==> src/rtl/pss_pkg.sv <==
// Shared constants, types and codes for the physics substep scheduler.
`default_nettype none

package pss_pkg;

  localparam int TIME_WIDTH      = 24;
  localparam int COUNT_WIDTH     = 8;
  localparam int CAP_WIDTH       = 8;
  localparam int ACC_WIDTH       = TIME_WIDTH + 1;
  localparam int PROD_WIDTH      = CAP_WIDTH + TIME_WIDTH;
  localparam int DIV_CNT_WIDTH   = $clog2(ACC_WIDTH + 1);
  localparam int CFG_INDEX_WIDTH = 3;
  localparam int CFG_DATA_WIDTH  = (TIME_WIDTH > CAP_WIDTH) ? TIME_WIDTH : CAP_WIDTH;
  localparam int IN_TDATA_WIDTH  = ((TIME_WIDTH + 7) / 8) * 8;
  localparam int OUT_TDATA_WIDTH = ((COUNT_WIDTH + TIME_WIDTH + 7) / 8) * 8;

  localparam logic [TIME_WIDTH-1:0] STEP_RESET = TIME_WIDTH'(1092);
  localparam logic [CAP_WIDTH-1:0]  CAP_RESET  = CAP_WIDTH'(8);
  localparam logic [ACC_WIDTH-1:0]  ACC_MAX    = '1;

  localparam logic MODE_FIXED    = 1'b0;
  localparam logic MODE_VARIABLE = 1'b1;

  localparam logic [CFG_INDEX_WIDTH-1:0] REG_MODE         = CFG_INDEX_WIDTH'(0);
  localparam logic [CFG_INDEX_WIDTH-1:0] REG_FIXED_STEP   = CFG_INDEX_WIDTH'(1);
  localparam logic [CFG_INDEX_WIDTH-1:0] REG_MIN_STEP     = CFG_INDEX_WIDTH'(2);
  localparam logic [CFG_INDEX_WIDTH-1:0] REG_MAX_STEP     = CFG_INDEX_WIDTH'(3);
  localparam logic [CFG_INDEX_WIDTH-1:0] REG_MAX_SUBSTEPS = CFG_INDEX_WIDTH'(4);

  typedef enum logic [3:0] {
    ST_IDLE,
    ST_ACCUM,
    ST_CHECK,
    ST_DIV1,
    ST_COUNT,
    ST_BRANCH,
    ST_DIV2,
    ST_LENGTH,
    ST_MULT,
    ST_UPDATE,
    ST_DONE
  } state_t;

  typedef struct packed {
    logic load_in;
    logic accum;
    logic no_step;
    logic div_start;
    logic div_sel;
    logic take_count;
    logic take_length;
    logic mult;
    logic update;
    logic load_out;
  } dp_cmd_t;

  typedef struct packed {
    logic mode;
    logic reach;
    logic div_done;
    logic count_zero;
    logic out_free;
  } dp_status_t;

endpackage

`default_nettype wire

==> src/rtl/pss_div.sv <==
// Iterative restoring divider, one quotient bit per cycle.
`default_nettype none

module pss_div (
  input  wire                                  clk,
  input  wire                                  rst,
  input  wire                                  start,
  input  wire  [pss_pkg::ACC_WIDTH-1:0]        num,
  input  wire  [pss_pkg::TIME_WIDTH-1:0]       den,
  output logic [pss_pkg::ACC_WIDTH-1:0]        quot,
  output logic [pss_pkg::TIME_WIDTH-1:0]       rem,
  output logic                                 done
);

  logic [pss_pkg::ACC_WIDTH-1:0]     rq;
  logic [pss_pkg::TIME_WIDTH-1:0]    r;
  logic [pss_pkg::TIME_WIDTH-1:0]    dreg;
  logic [pss_pkg::DIV_CNT_WIDTH-1:0] cnt;
  logic [pss_pkg::TIME_WIDTH:0]      trial;
  logic                              ge;
  logic [pss_pkg::TIME_WIDTH-1:0]    r_next;
  logic [pss_pkg::ACC_WIDTH-1:0]     rq_next;

  // A zero divisor always passes the trial, which yields an all-ones quotient.
  always_comb begin
    trial   = {r, rq[pss_pkg::ACC_WIDTH-1]};
    ge      = trial >= {1'b0, dreg};
    r_next  = ge ? pss_pkg::TIME_WIDTH'(trial - {1'b0, dreg})
                 : trial[pss_pkg::TIME_WIDTH-1:0];
    rq_next = {rq[pss_pkg::ACC_WIDTH-2:0], ge};
  end

  assign quot = rq;
  assign rem  = r;

  always_ff @(posedge clk) begin
    if (rst) begin
      cnt  <= '0;
      done <= 1'b0;
    end else begin
      done <= 1'b0;
      if (start) begin
        cnt <= pss_pkg::DIV_CNT_WIDTH'(pss_pkg::ACC_WIDTH);
      end else if (cnt != '0) begin
        cnt  <= cnt - 1'b1;
        done <= (cnt == pss_pkg::DIV_CNT_WIDTH'(1));
      end
    end
  end

  always_ff @(posedge clk) begin
    if (start) begin
      rq   <= num;
      r    <= '0;
      dreg <= den;
    end else if (cnt != '0) begin
      rq <= rq_next;
      r  <= r_next;
    end
  end

endmodule

`default_nettype wire

==> src/rtl/pss_dp.sv <==
// Datapath: configuration registers, time accumulator, divider, multiplier, output word.
`default_nettype none

module pss_dp (
  input  wire                                   clk,
  input  wire                                   rst,
  input  wire                                   cfg_we,
  input  wire  [pss_pkg::CFG_INDEX_WIDTH-1:0]   cfg_index,
  input  wire  [pss_pkg::CFG_DATA_WIDTH-1:0]    cfg_data,
  input  wire  [pss_pkg::TIME_WIDTH-1:0]        in_delta,
  input  wire  pss_pkg::dp_cmd_t                cmd,
  output pss_pkg::dp_status_t                   status,
  input  wire                                   out_ready,
  output logic                                  out_valid,
  output logic [pss_pkg::COUNT_WIDTH-1:0]       out_count,
  output logic [pss_pkg::TIME_WIDTH-1:0]        out_length
);

  logic                              mode;
  logic [pss_pkg::TIME_WIDTH-1:0]    fixed_step;
  logic [pss_pkg::TIME_WIDTH-1:0]    min_step;
  logic [pss_pkg::TIME_WIDTH-1:0]    max_step;
  logic [pss_pkg::CAP_WIDTH-1:0]     max_substeps;

  logic [pss_pkg::ACC_WIDTH-1:0]     acc;
  logic [pss_pkg::TIME_WIDTH-1:0]    delta;
  logic [pss_pkg::CAP_WIDTH-1:0]     count;
  logic [pss_pkg::TIME_WIDTH-1:0]    length;
  logic [pss_pkg::PROD_WIDTH-1:0]    product;

  logic [pss_pkg::TIME_WIDTH-1:0]    limit;
  logic [pss_pkg::TIME_WIDTH-1:0]    thresh;
  logic [pss_pkg::ACC_WIDTH-1:0]     acc_base;
  logic [pss_pkg::ACC_WIDTH:0]       acc_sum;
  logic [pss_pkg::ACC_WIDTH-1:0]     acc_sat;
  logic [pss_pkg::TIME_WIDTH-1:0]    div_den;
  logic [pss_pkg::ACC_WIDTH-1:0]     quot;
  logic [pss_pkg::TIME_WIDTH-1:0]    rem;
  logic                              div_done;
  logic [pss_pkg::ACC_WIDTH:0]       q_ceil;
  logic [pss_pkg::CAP_WIDTH-1:0]     count_c;
  logic [pss_pkg::TIME_WIDTH-1:0]    len_c;

  always_ff @(posedge clk) begin
    if (rst) begin
      mode         <= pss_pkg::MODE_FIXED;
      fixed_step   <= pss_pkg::STEP_RESET;
      min_step     <= pss_pkg::STEP_RESET;
      max_step     <= pss_pkg::STEP_RESET;
      max_substeps <= pss_pkg::CAP_RESET;
    end else if (cfg_we) begin
      case (cfg_index)
        pss_pkg::REG_MODE:         mode         <= cfg_data[0];
        pss_pkg::REG_FIXED_STEP:   fixed_step   <= cfg_data[pss_pkg::TIME_WIDTH-1:0];
        pss_pkg::REG_MIN_STEP:     min_step     <= cfg_data[pss_pkg::TIME_WIDTH-1:0];
        pss_pkg::REG_MAX_STEP:     max_step     <= cfg_data[pss_pkg::TIME_WIDTH-1:0];
        pss_pkg::REG_MAX_SUBSTEPS: max_substeps <= cfg_data[pss_pkg::CAP_WIDTH-1:0];
        default: ;
      endcase
    end
  end

  always_comb begin
    limit    = (mode == pss_pkg::MODE_VARIABLE) ? max_step : fixed_step;
    thresh   = (mode == pss_pkg::MODE_VARIABLE) ? min_step : fixed_step;
    acc_base = (acc > {1'b0, limit}) ? '0 : acc;
    acc_sum  = {1'b0, acc_base} + (pss_pkg::ACC_WIDTH + 1)'(delta);
    // The sum overflows the accumulator exactly when its carry bit is set.
    acc_sat  = acc_sum[pss_pkg::ACC_WIDTH] ? pss_pkg::ACC_MAX
                                           : acc_sum[pss_pkg::ACC_WIDTH-1:0];
    div_den  = cmd.div_sel ? pss_pkg::TIME_WIDTH'(count) : limit;
    // Variable mode rounds the substep count up; a nonzero remainder adds one.
    q_ceil   = {1'b0, quot}
             + (pss_pkg::ACC_WIDTH + 1)'((mode == pss_pkg::MODE_VARIABLE) && (rem != '0));
    count_c  = (q_ceil > (pss_pkg::ACC_WIDTH + 1)'(max_substeps)) ? max_substeps
             : q_ceil[pss_pkg::CAP_WIDTH-1:0];
    len_c    = (quot > {1'b0, max_step}) ? max_step : quot[pss_pkg::TIME_WIDTH-1:0];
  end

  pss_div u_div (
    .clk   (clk),
    .rst   (rst),
    .start (cmd.div_start),
    .num   (acc),
    .den   (div_den),
    .quot  (quot),
    .rem   (rem),
    .done  (div_done)
  );

  always_ff @(posedge clk) begin
    if (rst) begin
      acc <= '0;
    end else if (cmd.accum) begin
      acc <= acc_sat;
    end else if (cmd.update) begin
      // The simulated time never exceeds the accumulated time.
      acc <= acc - product[pss_pkg::ACC_WIDTH-1:0];
    end
  end

  always_ff @(posedge clk) begin
    if (cmd.load_in) begin
      delta <= in_delta;
    end
    if (cmd.no_step) begin
      count  <= '0;
      length <= '0;
    end else if (cmd.take_count) begin
      count  <= count_c;
      length <= (mode == pss_pkg::MODE_VARIABLE) ? '0 : fixed_step;
    end else if (cmd.take_length) begin
      length <= len_c;
    end
    if (cmd.mult) begin
      product <= pss_pkg::PROD_WIDTH'(count) * pss_pkg::PROD_WIDTH'(length);
    end
    if (cmd.load_out) begin
      out_count  <= pss_pkg::COUNT_WIDTH'(count);
      out_length <= (count == '0) ? '0 : length;
    end
  end

  always_ff @(posedge clk) begin
    if (rst) begin
      out_valid <= 1'b0;
    end else if (cmd.load_out) begin
      out_valid <= 1'b1;
    end else if (out_ready) begin
      out_valid <= 1'b0;
    end
  end

  always_comb begin
    status.mode       = mode;
    status.reach      = acc >= {1'b0, thresh};
    status.div_done   = div_done;
    status.count_zero = (count == '0);
    status.out_free   = !out_valid || out_ready;
  end

endmodule

`default_nettype wire

==> src/rtl/pss_ctrl.sv <==
// Controller state machine that sequences the datapath for one word.
`default_nettype none

module pss_ctrl (
  input  wire                  clk,
  input  wire                  rst,
  input  wire                  in_valid,
  output logic                 in_ready,
  output pss_pkg::dp_cmd_t     cmd,
  input  wire pss_pkg::dp_status_t status
);

  pss_pkg::state_t state;
  pss_pkg::state_t state_next;

  always_ff @(posedge clk) begin
    if (rst) begin
      state <= pss_pkg::ST_IDLE;
    end else begin
      state <= state_next;
    end
  end

  always_comb begin
    state_next = state;
    case (state)
      pss_pkg::ST_IDLE:   if (in_valid) state_next = pss_pkg::ST_ACCUM;
      pss_pkg::ST_ACCUM:  state_next = pss_pkg::ST_CHECK;
      pss_pkg::ST_CHECK:  state_next = status.reach ? pss_pkg::ST_DIV1 : pss_pkg::ST_DONE;
      pss_pkg::ST_DIV1:   if (status.div_done) state_next = pss_pkg::ST_COUNT;
      pss_pkg::ST_COUNT:  state_next = pss_pkg::ST_BRANCH;
      pss_pkg::ST_BRANCH: begin
        if (status.mode == pss_pkg::MODE_VARIABLE && !status.count_zero) begin
          state_next = pss_pkg::ST_DIV2;
        end else begin
          state_next = pss_pkg::ST_MULT;
        end
      end
      pss_pkg::ST_DIV2:   if (status.div_done) state_next = pss_pkg::ST_LENGTH;
      pss_pkg::ST_LENGTH: state_next = pss_pkg::ST_MULT;
      pss_pkg::ST_MULT:   state_next = pss_pkg::ST_UPDATE;
      pss_pkg::ST_UPDATE: state_next = pss_pkg::ST_DONE;
      pss_pkg::ST_DONE:   if (status.out_free) state_next = pss_pkg::ST_IDLE;
      default:            state_next = pss_pkg::ST_IDLE;
    endcase
  end

  always_comb begin
    cmd      = '0;
    in_ready = 1'b0;
    case (state)
      pss_pkg::ST_IDLE: begin
        in_ready    = 1'b1;
        cmd.load_in = in_valid;
      end
      pss_pkg::ST_ACCUM: cmd.accum = 1'b1;
      pss_pkg::ST_CHECK: begin
        cmd.div_start = status.reach;
        cmd.no_step   = !status.reach;
      end
      pss_pkg::ST_COUNT: cmd.take_count = 1'b1;
      pss_pkg::ST_BRANCH: begin
        cmd.div_sel   = 1'b1;
        cmd.div_start = (status.mode == pss_pkg::MODE_VARIABLE) && !status.count_zero;
      end
      pss_pkg::ST_LENGTH: cmd.take_length = 1'b1;
      pss_pkg::ST_MULT:   cmd.mult = 1'b1;
      pss_pkg::ST_UPDATE: cmd.update = 1'b1;
      pss_pkg::ST_DONE:   cmd.load_out = status.out_free;
      default: ;
    endcase
  end

endmodule

`default_nettype wire

==> src/rtl/physics_substep_scheduler.sv <==
// Top level of the physics substep scheduler: controller, datapath and stream ports.
//
// Each input word on the s_axis channel carries one frame's elapsed time. The block
// adds it to a saturating time accumulator and returns one word on the m_axis
// channel with the number of simulation substeps to run and the length of each,
// having removed the simulated time from the accumulator. Mode 0 uses a fixed
// substep length; mode 1 splits the accumulated time evenly into substeps no
// longer than max_step. Registers are written through cfg_we/cfg_index/cfg_data
// and should only change while the block is idle.
// One word is worked on at a time. A frame that reaches the step threshold goes
// through the shared one-bit-per-cycle divider once in fixed mode and twice in
// variable mode (once if the substep count comes out zero); a frame below the
// step threshold skips the divider and goes straight to the output word.
// The output word sits in its own register, so while it waits for the receiver
// the block already accepts and computes the next word; it then holds that
// result until the output register frees up, which adds the stall to its time.
// Synchronous reset clears the accumulator, restores register defaults and
// drops m_axis_tvalid.
`default_nettype none

module physics_substep_scheduler (
  input  wire                                   clk,
  input  wire                                   rst,
  input  wire                                   s_axis_tvalid,
  output logic                                  s_axis_tready,
  // Fields from bit 0: frame_delta.
  input  wire  [pss_pkg::IN_TDATA_WIDTH-1:0]    s_axis_tdata,
  output logic                                  m_axis_tvalid,
  input  wire                                   m_axis_tready,
  // Fields from bit 0: substep_count, substep_length.
  output logic [pss_pkg::OUT_TDATA_WIDTH-1:0]   m_axis_tdata,
  input  wire                                   cfg_we,
  input  wire  [pss_pkg::CFG_INDEX_WIDTH-1:0]   cfg_index,
  input  wire  [pss_pkg::CFG_DATA_WIDTH-1:0]    cfg_data
);

  pss_pkg::dp_cmd_t                   cmd;
  pss_pkg::dp_status_t                status;
  logic [pss_pkg::COUNT_WIDTH-1:0]    substep_count;
  logic [pss_pkg::TIME_WIDTH-1:0]     substep_length;

  pss_ctrl u_ctrl (
    .clk      (clk),
    .rst      (rst),
    .in_valid (s_axis_tvalid),
    .in_ready (s_axis_tready),
    .cmd      (cmd),
    .status   (status)
  );

  pss_dp u_dp (
    .clk        (clk),
    .rst        (rst),
    .cfg_we     (cfg_we),
    .cfg_index  (cfg_index),
    .cfg_data   (cfg_data),
    .in_delta   (s_axis_tdata[pss_pkg::TIME_WIDTH-1:0]),
    .cmd        (cmd),
    .status     (status),
    .out_ready  (m_axis_tready),
    .out_valid  (m_axis_tvalid),
    .out_count  (substep_count),
    .out_length (substep_length)
  );

  // Pack the result fields from the low bits up and fill with zeros.
  assign m_axis_tdata = pss_pkg::OUT_TDATA_WIDTH'({substep_length, substep_count});

endmodule

`default_nettype wire

==> config.mk <==
export PLATFORM = sky130hd
export DESIGN_NAME = physics_substep_scheduler
export DESIGN_NICKNAME = d
export VERILOG_FILES = /design/src/rtl/pss_pkg.sv /design/src/rtl/pss_div.sv /design/src/rtl/pss_dp.sv /design/src/rtl/pss_ctrl.sv /design/src/rtl/physics_substep_scheduler.sv
export SDC_FILE = /design/constraint.sdc
export NUM_CORES = 1
export LEC_CHECK = 0
export BUFFER_PORTS_ARGS = -buffer_cell sky130_fd_sc_hd__buf_2
export CAP_MARGIN = 5
export CELL_PAD_IN_SITES_DETAIL_PLACEMENT = 0
export CELL_PAD_IN_SITES_GLOBAL_PLACEMENT = 1
export CORE_ASPECT_RATIO = 1.4
export CORE_MARGIN = 5
export CORE_UTILIZATION = 28
export DETAILED_ROUTE_END_ITERATION = 7
export GPL_TIMING_DRIVEN = 0
export PLACE_DENSITY = 0.52
export SLEW_MARGIN = 0
export SYNTH_ARGS = -nofsm -noshare
export SYNTH_HDL_FRONTEND = slang
export SYNTH_SLANG_ARGS = --single-unit
==> constraint.sdc <==
create_clock -name clk -period 6.3 [get_ports clk]
set_clock_uncertainty 0.1 [all_clocks]
set_input_delay 0.315 -clock clk [delete_from_list [all_inputs] [get_ports clk]]
set_output_delay 0.315 -clock clk [all_outputs]
set_load 0.02 [all_outputs]
==> results.md, run 1 <==
- WL final: 92.1 mm
- Nets@finish: 3197
- Main combinational cell family by area after synthesis: adder cells
- Kind of critical path: flop to flop
- Crit path arrival time: 6.40 ns
- Tightest Pin Transition: 1.22 ns
- Hold path start: cfg_index[1]
- Reg2reg path depth: 21
- Commonest non-fill, non-tap cell in the layout: nand2_1
- CTS root buf: clkbuf_16
- Mux cell area share after synthesis: 0.0180
- Fin worst setup slack: 0.237 ns
- Placement Cell Area: 25000 µm²
- Max incr delay on CP: 0.82 ns
- Highest routed layer: met4
- WHS Endpoint: u_dp.mode
- DRT antenna net count: 0
- Layout area overhead: 16.3%
- Met3 wire len: 3.44 mm
- Post-synthesis cell area: 23100 µm²
- Leak: 10.9 nW
- Yosys Warn Count: 0
- WL met2: 46.9 mm
- CP Launch Type: flop
- CP Data Required Time: 6.64 ns
- Status: finished, final reports clean
- GRT overflow: 0
- First-pass GRT wire length: 134 mm
- Relative slew slack: 0.187
- Setup WS pre-CTS: -0.952 ns
- Clock Power Share: 0.207
- Comb power frac: 0.497
- Reg2Reg Capture Point: u_dp.acc[24]
- Core area: 81800 µm²
- Synth Area in Adders: 0.204
- PD cells: 427 nW/µm²
- # fillers: 8507
- Ratio of final minimum period to clock period: 0.962
- Routed via count: 20200
- Hold path depth: 4
- GR Util All Layers: 0.202
- Metal-1 WL: 37.0 mm
- Sw Share: 0.460
- Post-route design area: 26900 µm²
- FP Rows: 124
- Share of synthesized registers carrying an async set or reset: 0
- CP max-delay cell: nor2b_1
- Setup violations, final: 0
- GPL Wtd Cong: 0.902
- Highest Clock Rate: 165 MHz
- Netlist cell types: 81
- Crit-path cells: clkbuf_2, nor2b_1, a21oi_1, ha_1, nand4_1, nor2_1, a211oi_1, nor2_2, clkbuf_2, nor2_1, ha_1, fa_1, a211oi_1, o211ai_1, nand4_1, a31oi_2, a211o_1, a41oi_1, nand2b_1, a41oi_2, nor3_1
- Top delay family on crit path: compound AO/OA/AOI/OAI gates
- Largest net degree at the start of global routing: 34
- Share of cells above drive strength 1: 0.0894
- Initial antenna violation count: 2
- Post-Synth XOR/XNOR Area: 0.0341
- Drt wl/cell: 23.4 µm
- Most frequent cells in the layout: nand2_1 (339), a21oi_1 (230), inv_1 (226), ha_1 (190), nor2_1 (170)
- Reg2Reg Setup Slack: 0.24 ns
- Post-DP HPWL: 73.1 mm
- DR vias/cell: 5.14
- Number of synthesized flops with an enable pin: 130
- Pint: 0.00619 W
- Vias in the first global route: 20300
- Num CTS Buffers: 38
- CTS tree: done
- Violation count after the first detailed-route iteration: 1304
- Syn Inst Count: 2655
- Placed Cells: 3820
- # DRC: 0
- Boundary Pins: 90
- Clock Sinks: 303
- Net Count, Synth: 3018
- Final count of hold timing violations: 0
- R2R Path Start: u_dp.mode
- Clock Latency Late Sink: 0.58 ns
- CP Buf/Inv Count: 2
- Maximum VDD drop: 0.322 mV
- Seq pwr share: 0.296
- Kind of end point of the critical path: flop
- Max Slew Vio Count: 0
- Mean Syn Cell Area: 8.70 µm²
- Synth Area in Simple Gates: 0.202
- Hold Crit Class: input port to flop
- Router iterations before antenna repair: 5
- Switching Power: 0.00527 W
- CP Max Fanout: 10
- Final non-filler cell total: 3937
- Clock Pin Slew Worst Setup and Hold Paths: 0.06 ns
- CTS H-Tree Depth: 2
- DIE HEIGHT: 350 µm
- Max-cap viol count: 0
- Synth Area in Compound Gates: 0.164
- Die area: 88400 µm²
- FF+latch count, synth: 303
- Initial core utilization: 0.282
- Top_reg_cell synth: dfxtp_1
- Port Buffers: 88
- CTS Buffer Depth: 3
- Post-layout minimum cycle time: 6.06 ns
- Sequential share of the synthesized area: 0.319
- Die width: 253 µm
## area by class of cell
class / instances / area (µm²) / share of cell area
Timing Repair Buffer: 144 / 993 / 0.0370
Multi-Input combinational cell: 1995 / 14400 / 0.538
Inverter: 226 / 848 / 0.0316
Antenna cell: 2 / 5.00 / 0.000186
Tap cell: 1071 / 1340 / 0.0499
Clock inverter: 29 / 373 / 0.0139
Clock buffer: 41 / 962 / 0.0358
Sequential cell: 303 / 7370 / 0.274
Buffer: 126 / 517 / 0.0192
## through the flow
step                 util  power [W]  hold WS (ns)  setup TNS (ns)
floorplan               -    0.00700         0.306               0
global placement    0.304    0.00894         0.332           -6.56
detailed placement  0.305    0.00901         0.316           -8.30
CTS                 0.328     0.0115       0.00207               0
global route        0.328     0.0123        0.0559        -0.00335
finish              0.328     0.0115        0.0310               0
## sequential cells by signal (all words and copies together) (netlist names), 24 cells and up
register and count:
u_dp.acc 25, u_dp.product 25, u_dp.u_div.quot 25, u_dp.delta 24
u_dp.fixed_step 24, u_dp.length 24, u_dp.max_step 24, u_dp.min_step 24
u_dp.out_length 24, u_dp.u_div.dreg 24, u_dp.u_div.rem 24
## power by group through the flow
stage                     Combinational (W)  Clock [W]  Sequential [W]
after floorplan                     0.00406          0         0.00294
final                               0.00570    0.00237         0.00340
after detailed placement            0.00559          0         0.00342
after global routing                0.00632    0.00251         0.00343
after global placement              0.00551          0         0.00343
after CTS                           0.00570    0.00244         0.00339
## cell families after synthesis
family                   Yosys count
XOR/XNOR                          90
adder cells (fa/ha/maj)          307
buffers and inverters            357
AO/OA/AOI/OAI                    597
multiplexers                      38
AND/OR/NAND/NOR                  963
flip-flops                       303
## how the worst max path moves through the flow
stage | from | endpoint | depth (start not counted)
finish | u_dp.mode | u_dp.acc[24] | 21
global route | u_dp.mode | u_dp.acc[24] | 26
CTS | u_dp.mode | u_dp.acc[24] | 25
detailed placement | u_dp.mode | u_dp.acc[24] | 22
global placement | u_dp.mode | u_dp.acc[24] | 22
floorplan | u_dp.count[7] | u_dp.product[24] | 19
## worst min-delay path: stages
cell,delay [ns]
buf_2,0.13
nor2_1,0.09
nand3_1,0.08
a21oi_1,0.05
## layer usage
metal | track usage | vias to the layer above
met5 | 0 | -
met4 | 0.0926 | 0
met3 | 0.0186 | 156
met2 | 0.368 | 529
met1 | 0.241 | 9964
li1 | - | 9586
## cell usage after synthesis (27+ instances only)
master,count,area [µm²]
clkbuf_1,116,435
nand3_1,85,425
a21o_1,49,368
fa_1,117,2340
a22oi_1,28,210
xnor2_1,58,508
o21a_1,27,203
xor2_1,32,280
a21oi_1,234,1170
a31oi_1,44,275
edfxtp_1,130,3900
nor2_1,171,642
a211oi_1,39,293
nor2b_1,71,444
dfxtp_1,173,3460
nand2_1,340,1280
nand4_1,27,169
nor3_1,42,210
and2_1,127,795
inv_1,226,848
ha_1,190,2380
o21ai_0,66,330
## timing repair
item / CTS / global route
setup buffers: 2 / 0
endpoints found under the hold margin: 105 / 0
setup endpoints to repair: 41 / 30
hold buffers: 48 / 0
gates cloned: 0 / 0
resized for setup: 24 / 31
pin swaps: 1 / 0
Note: power is estimated with default switching activity, not from simulation.
==> run 2: changes to the inputs <==
--- a/config.mk
+++ b/config.mk
@@ -14,7 +14,7 @@
 export CORE_UTILIZATION = 28
 export DETAILED_ROUTE_END_ITERATION = 7
 export GPL_TIMING_DRIVEN = 0
-export PLACE_DENSITY = 0.52
+export PLACE_DENSITY_LB_ADDON = 0.1
 export SLEW_MARGIN = 0
 export SYNTH_ARGS = -nofsm -noshare
 export SYNTH_HDL_FRONTEND = slang
==> constraint.sdc (replaced) <==
create_clock -name clk -period 6.8 [get_ports clk]
set_clock_uncertainty 0.1 [all_clocks]
set_input_delay 0.34 -clock clk [delete_from_list [all_inputs] [get_ports clk]]
set_output_delay 0.34 -clock clk [all_outputs]
set_load 0.02 [all_outputs]
==> results.md, run 2 (synthesis results as in run 1) <==
- GRT overflow: 0 (unchanged)
- DRT antenna net count: 0 (unchanged)
- # fillers: 8678 (+2.0%)
- Hold Crit Class: input port to flop
- Max Slew Vio Count: 0 (unchanged)
- Crit path arrival time: 6.71 ns (+0.31 ns)
- CP Launch Type: flop
- Clock Latency Late Sink: 0.59 ns (about the same)
- Placed Cells: 3819 (-0.026%)
- Clock Sinks: 303 (unchanged)
- DIE HEIGHT: 350 µm (unchanged)
- RSZ-0062 raised after global routing: yes
- Layout area overhead: 15.6%
- Kind of end point of the critical path: flop
- CTS H-Tree Depth: 2 (unchanged)
- Vias in the first global route: 20600 (+1.2%)
- Power Total: 0.0104 W (-9.0%)
- Boundary Pins: 90 (unchanged)
- Status: finished, final reports clean
- Max-cap viol count: 0 (unchanged)
- FP Rows: 124 (unchanged)
- Leak: 10.8 nW (-0.91%)
- Num CTS Buffers: 37 (-2.6%)
- Core area: 81800 µm² (unchanged)
- Router iterations before antenna repair: 5 (unchanged)
- Tightest Pin Transition: 1.23 ns (+0.0155 ns)
- CP Data Required Time: 6.96 ns (+0.32 ns)
- PD cells: 391 nW/µm² (-8.4%)
- Initial antenna violation count: 1 (-1)
- Largest net degree at the start of global routing: 34 (unchanged)
- Setup WS pre-CTS: -0.465 ns (+0.488 ns)
- Post-DP HPWL: 74.2 mm (+1.6%)
- Drt wl/cell: 23.8 µm (+1.8%)
- GR Util All Layers: 0.207 (+0.00452)
- Die width: 253 µm (unchanged)
- CTS tree: done
- Routed via count: 20100 (-0.80%)
- Share of cells above drive strength 1: 0.0783 (-0.0111)
- Ratio of final minimum period to clock period: 0.964 (+0.00120)
- Relative slew slack: 0.171 (-0.0167)
- Most frequent cells in the layout: nand2_1 (340), a21oi_1 (231), inv_1 (226), ha_1 (190), dfxtp_1 (172)
- Antenna cell count: 0 (-2)
- CTS Buffer Depth: 3 (unchanged)
- CTS root buf: clkbuf_16
- Final non-filler cell total: 3933 (-0.10%)
- Fin worst setup slack: 0.248 ns (+0.0107 ns)
- # DRC: 0 (unchanged)
- Final count of hold timing violations: 0 (unchanged)
- DR vias/cell: 5.10 (-0.69%)
- Clock Pin Slew Worst Setup and Hold Paths: 0.06 ns (about the same)
- Commonest non-fill, non-tap cell in the layout: nand2_1
- Highest Clock Rate: 153 MHz (-7.5%)
- GPL Wtd Cong: 0.939 (+4.1%)
- Setup bufs post-CTS: 0 (-2)
- Maximum VDD drop: 0.237 mV (-26%)
- Post-layout minimum cycle time: 6.55 ns (+0.489 ns)
- Violation count after the first detailed-route iteration: 1199 (-8.1%)
- WL final: 93.7 mm (+1.7%)
- Initial core utilization: 0.282 (unchanged)
- CP Max Fanout: 10 (unchanged)
- Die area: 88400 µm² (unchanged)
- Port Buffers: 88 (unchanged)
- Nets@finish: 3198 (+0.031%)
- Kind of critical path: flop to flop
- First-pass GRT wire length: 136 mm (+1.8%)
- Setup violations, final: 0 (unchanged)
run 2: changes by cell type in the layout (fill, tap and decap cells not counted), sizes merged:
| cell | delta |
|---|---|
| inv | -4 |
| diode | -2 |
| buf | -5 |
| clkbuf | +14 |
| bufinv | -3 |
| clkinv | -4 |
run 2: area by class of cell:
type | instances | area (µm²) | area share
Buffer | 131 | 519 | 0.0195
Clock buffer | 48 | 1010 | 0.0378
Clock inverter | 18 | 230 | 0.00862
Inverter | 226 | 848 | 0.0318
Multi-Input combinational cell | 1995 | 14400 | 0.540
Sequential cell | 303 | 7370 | 0.276
Tap cell | 1071 | 1340 | 0.0502
Timing Repair Buffer | 141 | 971 | 0.0364
run 2: through the flow:
| stage | cell area [µm²] | setup TNS (ns) | hold WS, ns | utilization |
|---|---|---|---|---|
| 2_1_floorplan | 23100 | 0 | 0.306 | - |
| 3_3_place_gp | 24900 | -0.964 | 0.327 | 0.304 |
| 3_5_place_dp | 24900 | -1.09 | 0.333 | 0.305 |
| 4_1_cts | 26700 | 0 | 0.0151 | 0.326 |
| 5_1_grt | 26700 | -0.0417 | 0.0631 | 0.326 |
| 6_report | 26700 | 0 | 0.0493 | 0.326 |
run 2: repair_timing:
action                     CTS  global route
setup endpoints to repair    5             3
gates cloned                 0             0
hold buffers                48             0
resized for setup            6            13
hold endpoints to repair   105             0
run 2: report_power, final:
part / internal, W / switching (W) / total, W / leakage, nW
sequential: 0.00241 / 0.000720 / 0.00313 / 2.62
clock: 0.00118 / 0.000890 / 0.00207 / 0.594
combinational: 0.00201 / 0.00322 / 0.00524 / 7.60
run 2: worst max-delay path, cell delays in order, from the launching register on:
cell      delay (ns)
dfxtp_1         0.78
clkbuf_1        0.59
and2_1          0.25
fa_1            0.42
inv_1           0.08
fa_1            0.43
fa_1            0.53
fa_1            0.61
inv_1           0.06
ha_1            0.37
a21o_1          0.20
a211oi_1        0.20
o21ai_0         0.18
a31oi_1         0.26
o21ai_0         0.16
or4_1           0.44
a31o_2          0.25
a21oi_1         0.16
xnor2_1         0.13
run 2: worst paths after layout:
kind | from | to | slack [ns] | depth (start not counted)
worst max-delay path | u_dp.count[3] | u_dp.product[24] | 0.25 | 18
worst min register to register | u_dp.fixed_step[16] | u_dp.fixed_step[16] | 0.35 | 2
worst max register to register | u_dp.count[3] | u_dp.product[24] | 0.25 | 18
worst min-delay path | cfg_index[1] | u_dp.mode | 0.05 | 4
run 2: routing by layer:
metal / share of wire / routed length (µm) / track usage / up-vias
met5: 0 / 0 / 0 / -
met3: 0.035 / 3320 / 0.0213 / 164
li1: - / - / - / 9564
met2: 0.52 / 48400 / 0.381 / 470
met1: 0.40 / 37300 / 0.242 / 9876
met4: 0.049 / 4570 / 0.0902 / 0
==> run 3: changes to the inputs <==
--- a/config.mk
+++ b/config.mk
@@ -14,7 +14,7 @@
 export CORE_UTILIZATION = 28
 export DETAILED_ROUTE_END_ITERATION = 7
 export GPL_TIMING_DRIVEN = 0
-export PLACE_DENSITY_LB_ADDON = 0.1
+export PLACE_DENSITY = 0.6
 export SLEW_MARGIN = 0
 export SYNTH_ARGS = -nofsm -noshare
 export SYNTH_HDL_FRONTEND = slang
==> results.md, run 3 (synthesis results as in run 1) <==
- Status: finished, final reports clean
- Leak: 10.9 nW (+0.40%)
- CTS root buf: clkbuf_16
- Max-cap viol count: 0 (unchanged)
- WL final: 87.9 mm (-6.1%)
- # fillers: 8518 (-1.8%)
- PD cells: 389 nW/µm² (-0.46%)
- CP Data Required Time: 6.96 ns (about the same)
- CP Max Fanout: 10 (unchanged)
- Pint: 0.00565 W (+0.78%)
- Boundary Pins: 90 (unchanged)
- Hold Crit Class: input port to flop
- CP max-delay cell: dfxtp_1
- Relative slew slack: 0.276 (+0.105)
- WHS Endpoint: u_dp.mode
- Clock Pin Slew Worst Setup and Hold Paths: 0.06 ns (about the same)
- Drt wl/cell: 22.3 µm (-6.2%)
- Reg2reg path depth: 18 (unchanged)
- Post-layout minimum cycle time: 6.44 ns (-0.115 ns)
- Reg2Reg Capture Point: u_dp.product[24]
- CTS tree: done
- Num CTS Buffers: 37 (unchanged)
- Most frequent cells in the layout: nand2_1 (340), a21oi_1 (234), inv_1 (226), ha_1 (190), dfxtp_1 (173)
- Initial antenna violation count: 3 (+2)
- Clock Power Share: 0.203 (+0.005)
- Top delay family on crit path: adder cells
- Die width: 253 µm (unchanged)
- DIE HEIGHT: 350 µm (unchanged)
- Tightest Pin Transition: 1.08 ns (-0.151 ns)
- Seq pwr share: 0.297 (-0.003)
- Vias in the first global route: 20200 (-2.0%)
- Commonest non-fill, non-tap cell in the layout: nand2_1
- Sequential cell area: 7370 µm² (about the same)
- Comb power frac: 0.500 (-0.002)
- Highest routed layer: met5
- Met3 wire len: 3.64 mm (+9.6%)
- Router iterations before antenna repair: 6 (+1)
- GRT overflow: 0 (unchanged)
- Reg2Reg Setup Slack: 0.36 ns (+0.11 ns)
- Sw Share: 0.458 (-0.00554)
- Max incr delay on CP: 0.66 ns (-0.12 ns)
- Clock Sinks: 303 (unchanged)
- Final count of hold timing violations: 0 (unchanged)
- R2R Path Start: u_dp.count[3]
- WL met2: 44.7 mm (-7.7%)
- Highest Clock Rate: 155 MHz (+1.8%)
- FP Rows: 124 (unchanged)
- Total negative setup slack: 0 ns (unchanged)
- CTS H-Tree Depth: 2 (unchanged)
- Crit-path cells: clkbuf_1, and2_1, fa_1, inv_1, fa_1, fa_1, fa_1, inv_1, ha_1, and2_1, a221oi_1, o21ai_0, a31oi_1, o21ai_0, or4_1, a31o_2, a21oi_1, xnor2_1
- Clock Latency Late Sink: 0.59 ns (about the same)
- Footprint of the multi-input gates: 14400 µm² (about the same)
- Metal-1 WL: 35.4 mm (-5.0%)
- Core area: 81800 µm² (unchanged)
- Setup bufs post-CTS: 0 (unchanged)
- CTS Buffer Depth: 3 (unchanged)
- # DRC: 0 (unchanged)
- Kind of critical path: flop to flop
- Most used cell, CP: fa_1
- GR Util All Layers: 0.192 (-0.0145)
- Ratio of final minimum period to clock period: 0.947 (-0.0169)
- Post-Route Utilization: 0.327 (+0.000658)
- DR vias/cell: 5.15 (+0.81%)
- Port Buffers: 88 (unchanged)
- Max Slew Vio Count: 0 (unchanged)
- Worst setup startpoint: u_dp.count[3]
- Die area: 88400 µm² (unchanged)
- Nets@finish: 3199 (+0.031%)
- RSZ-0062 raised after global routing: no
- Initial core utilization: 0.282 (unchanged)
- Kind of end point of the critical path: flop
- DRT antenna net count: 0 (unchanged)
- Routed via count: 20200 (+0.86%)
- Setup violations, final: 0 (unchanged)
- Violation count after the first detailed-route iteration: 1427 (+19%)
- Hold path depth: 4 (unchanged)
- Hold path start: cfg_index[1]
- CP Buf/Inv Count: 3 (unchanged)
- Layout area overhead: 15.8%
- First-pass GRT wire length: 129 mm (-5.3%)
- Maximum VDD drop: 0.219 mV (-7.6%)
- Post-DP HPWL: 69.6 mm (-6.3%)
- GPL Wtd Cong: 0.966 (+2.9%)
- Largest net degree at the start of global routing: 34 (unchanged)
- CP Launch Type: flop
- Share of cells above drive strength 1: 0.0793 (+0.00102)
- Crit path arrival time: 6.60 ns (-0.11 ns)
- Switching Power: 0.00476 W (-1.4%)
run 3: timing repair:
| action | CTS | global route |
|---|---|---|
| hold buffers | 48 | 0 |
| hold endpoints to repair | 104 | 0 |
| endpoints found under the setup margin | 3 | 3 |
| gates cloned | 0 | 0 |
| gates resized for setup | 5 | 10 |
run 3: worst max path at each step:
stage | to | slack (ns) | cells past startpoint
6_report | u_dp.product[24] | 0.36 | 18
5_1_grt | u_dp.product[24] | 0.03 | 18
4_1_cts | u_dp.acc[24] | 0.04 | 25
3_5_place_dp | u_dp.acc[24] | -0.42 | 22
3_3_place_gp | u_dp.acc[24] | -0.34 | 22
2_1_floorplan | u_dp.product[24] | 1.53 | 19
run 3: area by class of cell:
| class | count | area share |
|---|---|---|
| diodes | 1 | 0.0000935 |
| plain buffers | 131 | 0.0194 |
| clock inverters | 18 | 0.00898 |
| inverters | 226 | 0.0317 |
| flip-flops and latches | 303 | 0.275 |
| repair buffers | 142 | 0.0371 |
| multi-input cells | 1995 | 0.538 |
| well taps | 1071 | 0.0501 |
| clock buffers | 48 | 0.0388 |
run 3: layer usage:
metal / vias up / track usage
met1: 9958 / 0.233
met3: 161 / 0.0210
met4: 4 / 0.0819
met2: 535 / 0.345
met5: - / 0
li1: 9588 / -
run 3: per-stage QoR:
step / hold slack [ns] / cell area (µm²) / power, W / std cells / setup slack (ns)
after floorplan: 0.306 / 23100 / 0.00649 / 2655 / 1.53
after global placement: 0.321 / 24900 / 0.00814 / 3814 / -0.339
after detailed placement: 0.324 / 24900 / 0.00822 / 3819 / -0.422
after CTS: 0.00633 / 26700 / 0.0104 / 3933 / 0.0393
after global routing: 0.0667 / 26700 / 0.0111 / 3934 / 0.0303
final: 0.0294 / 26700 / 0.0104 / 3935 / 0.363
run 3: power by group through the flow:
stage | Combinational, W | Sequential [W] | Clock [W]
floorplan | 0.00376 | 0.00273 | 0
global placement | 0.00501 | 0.00313 | 0
detailed placement | 0.00509 | 0.00313 | 0
CTS | 0.00516 | 0.00310 | 0.00217
global route | 0.00574 | 0.00313 | 0.00223
finish | 0.00521 | 0.00310 | 0.00211
run 3: tightest hold or removal path, stage by stage:
cell and delay (ns):
buf_2 0.12, nor2_1 0.08, nand3_1 0.08, a21oi_1 0.05
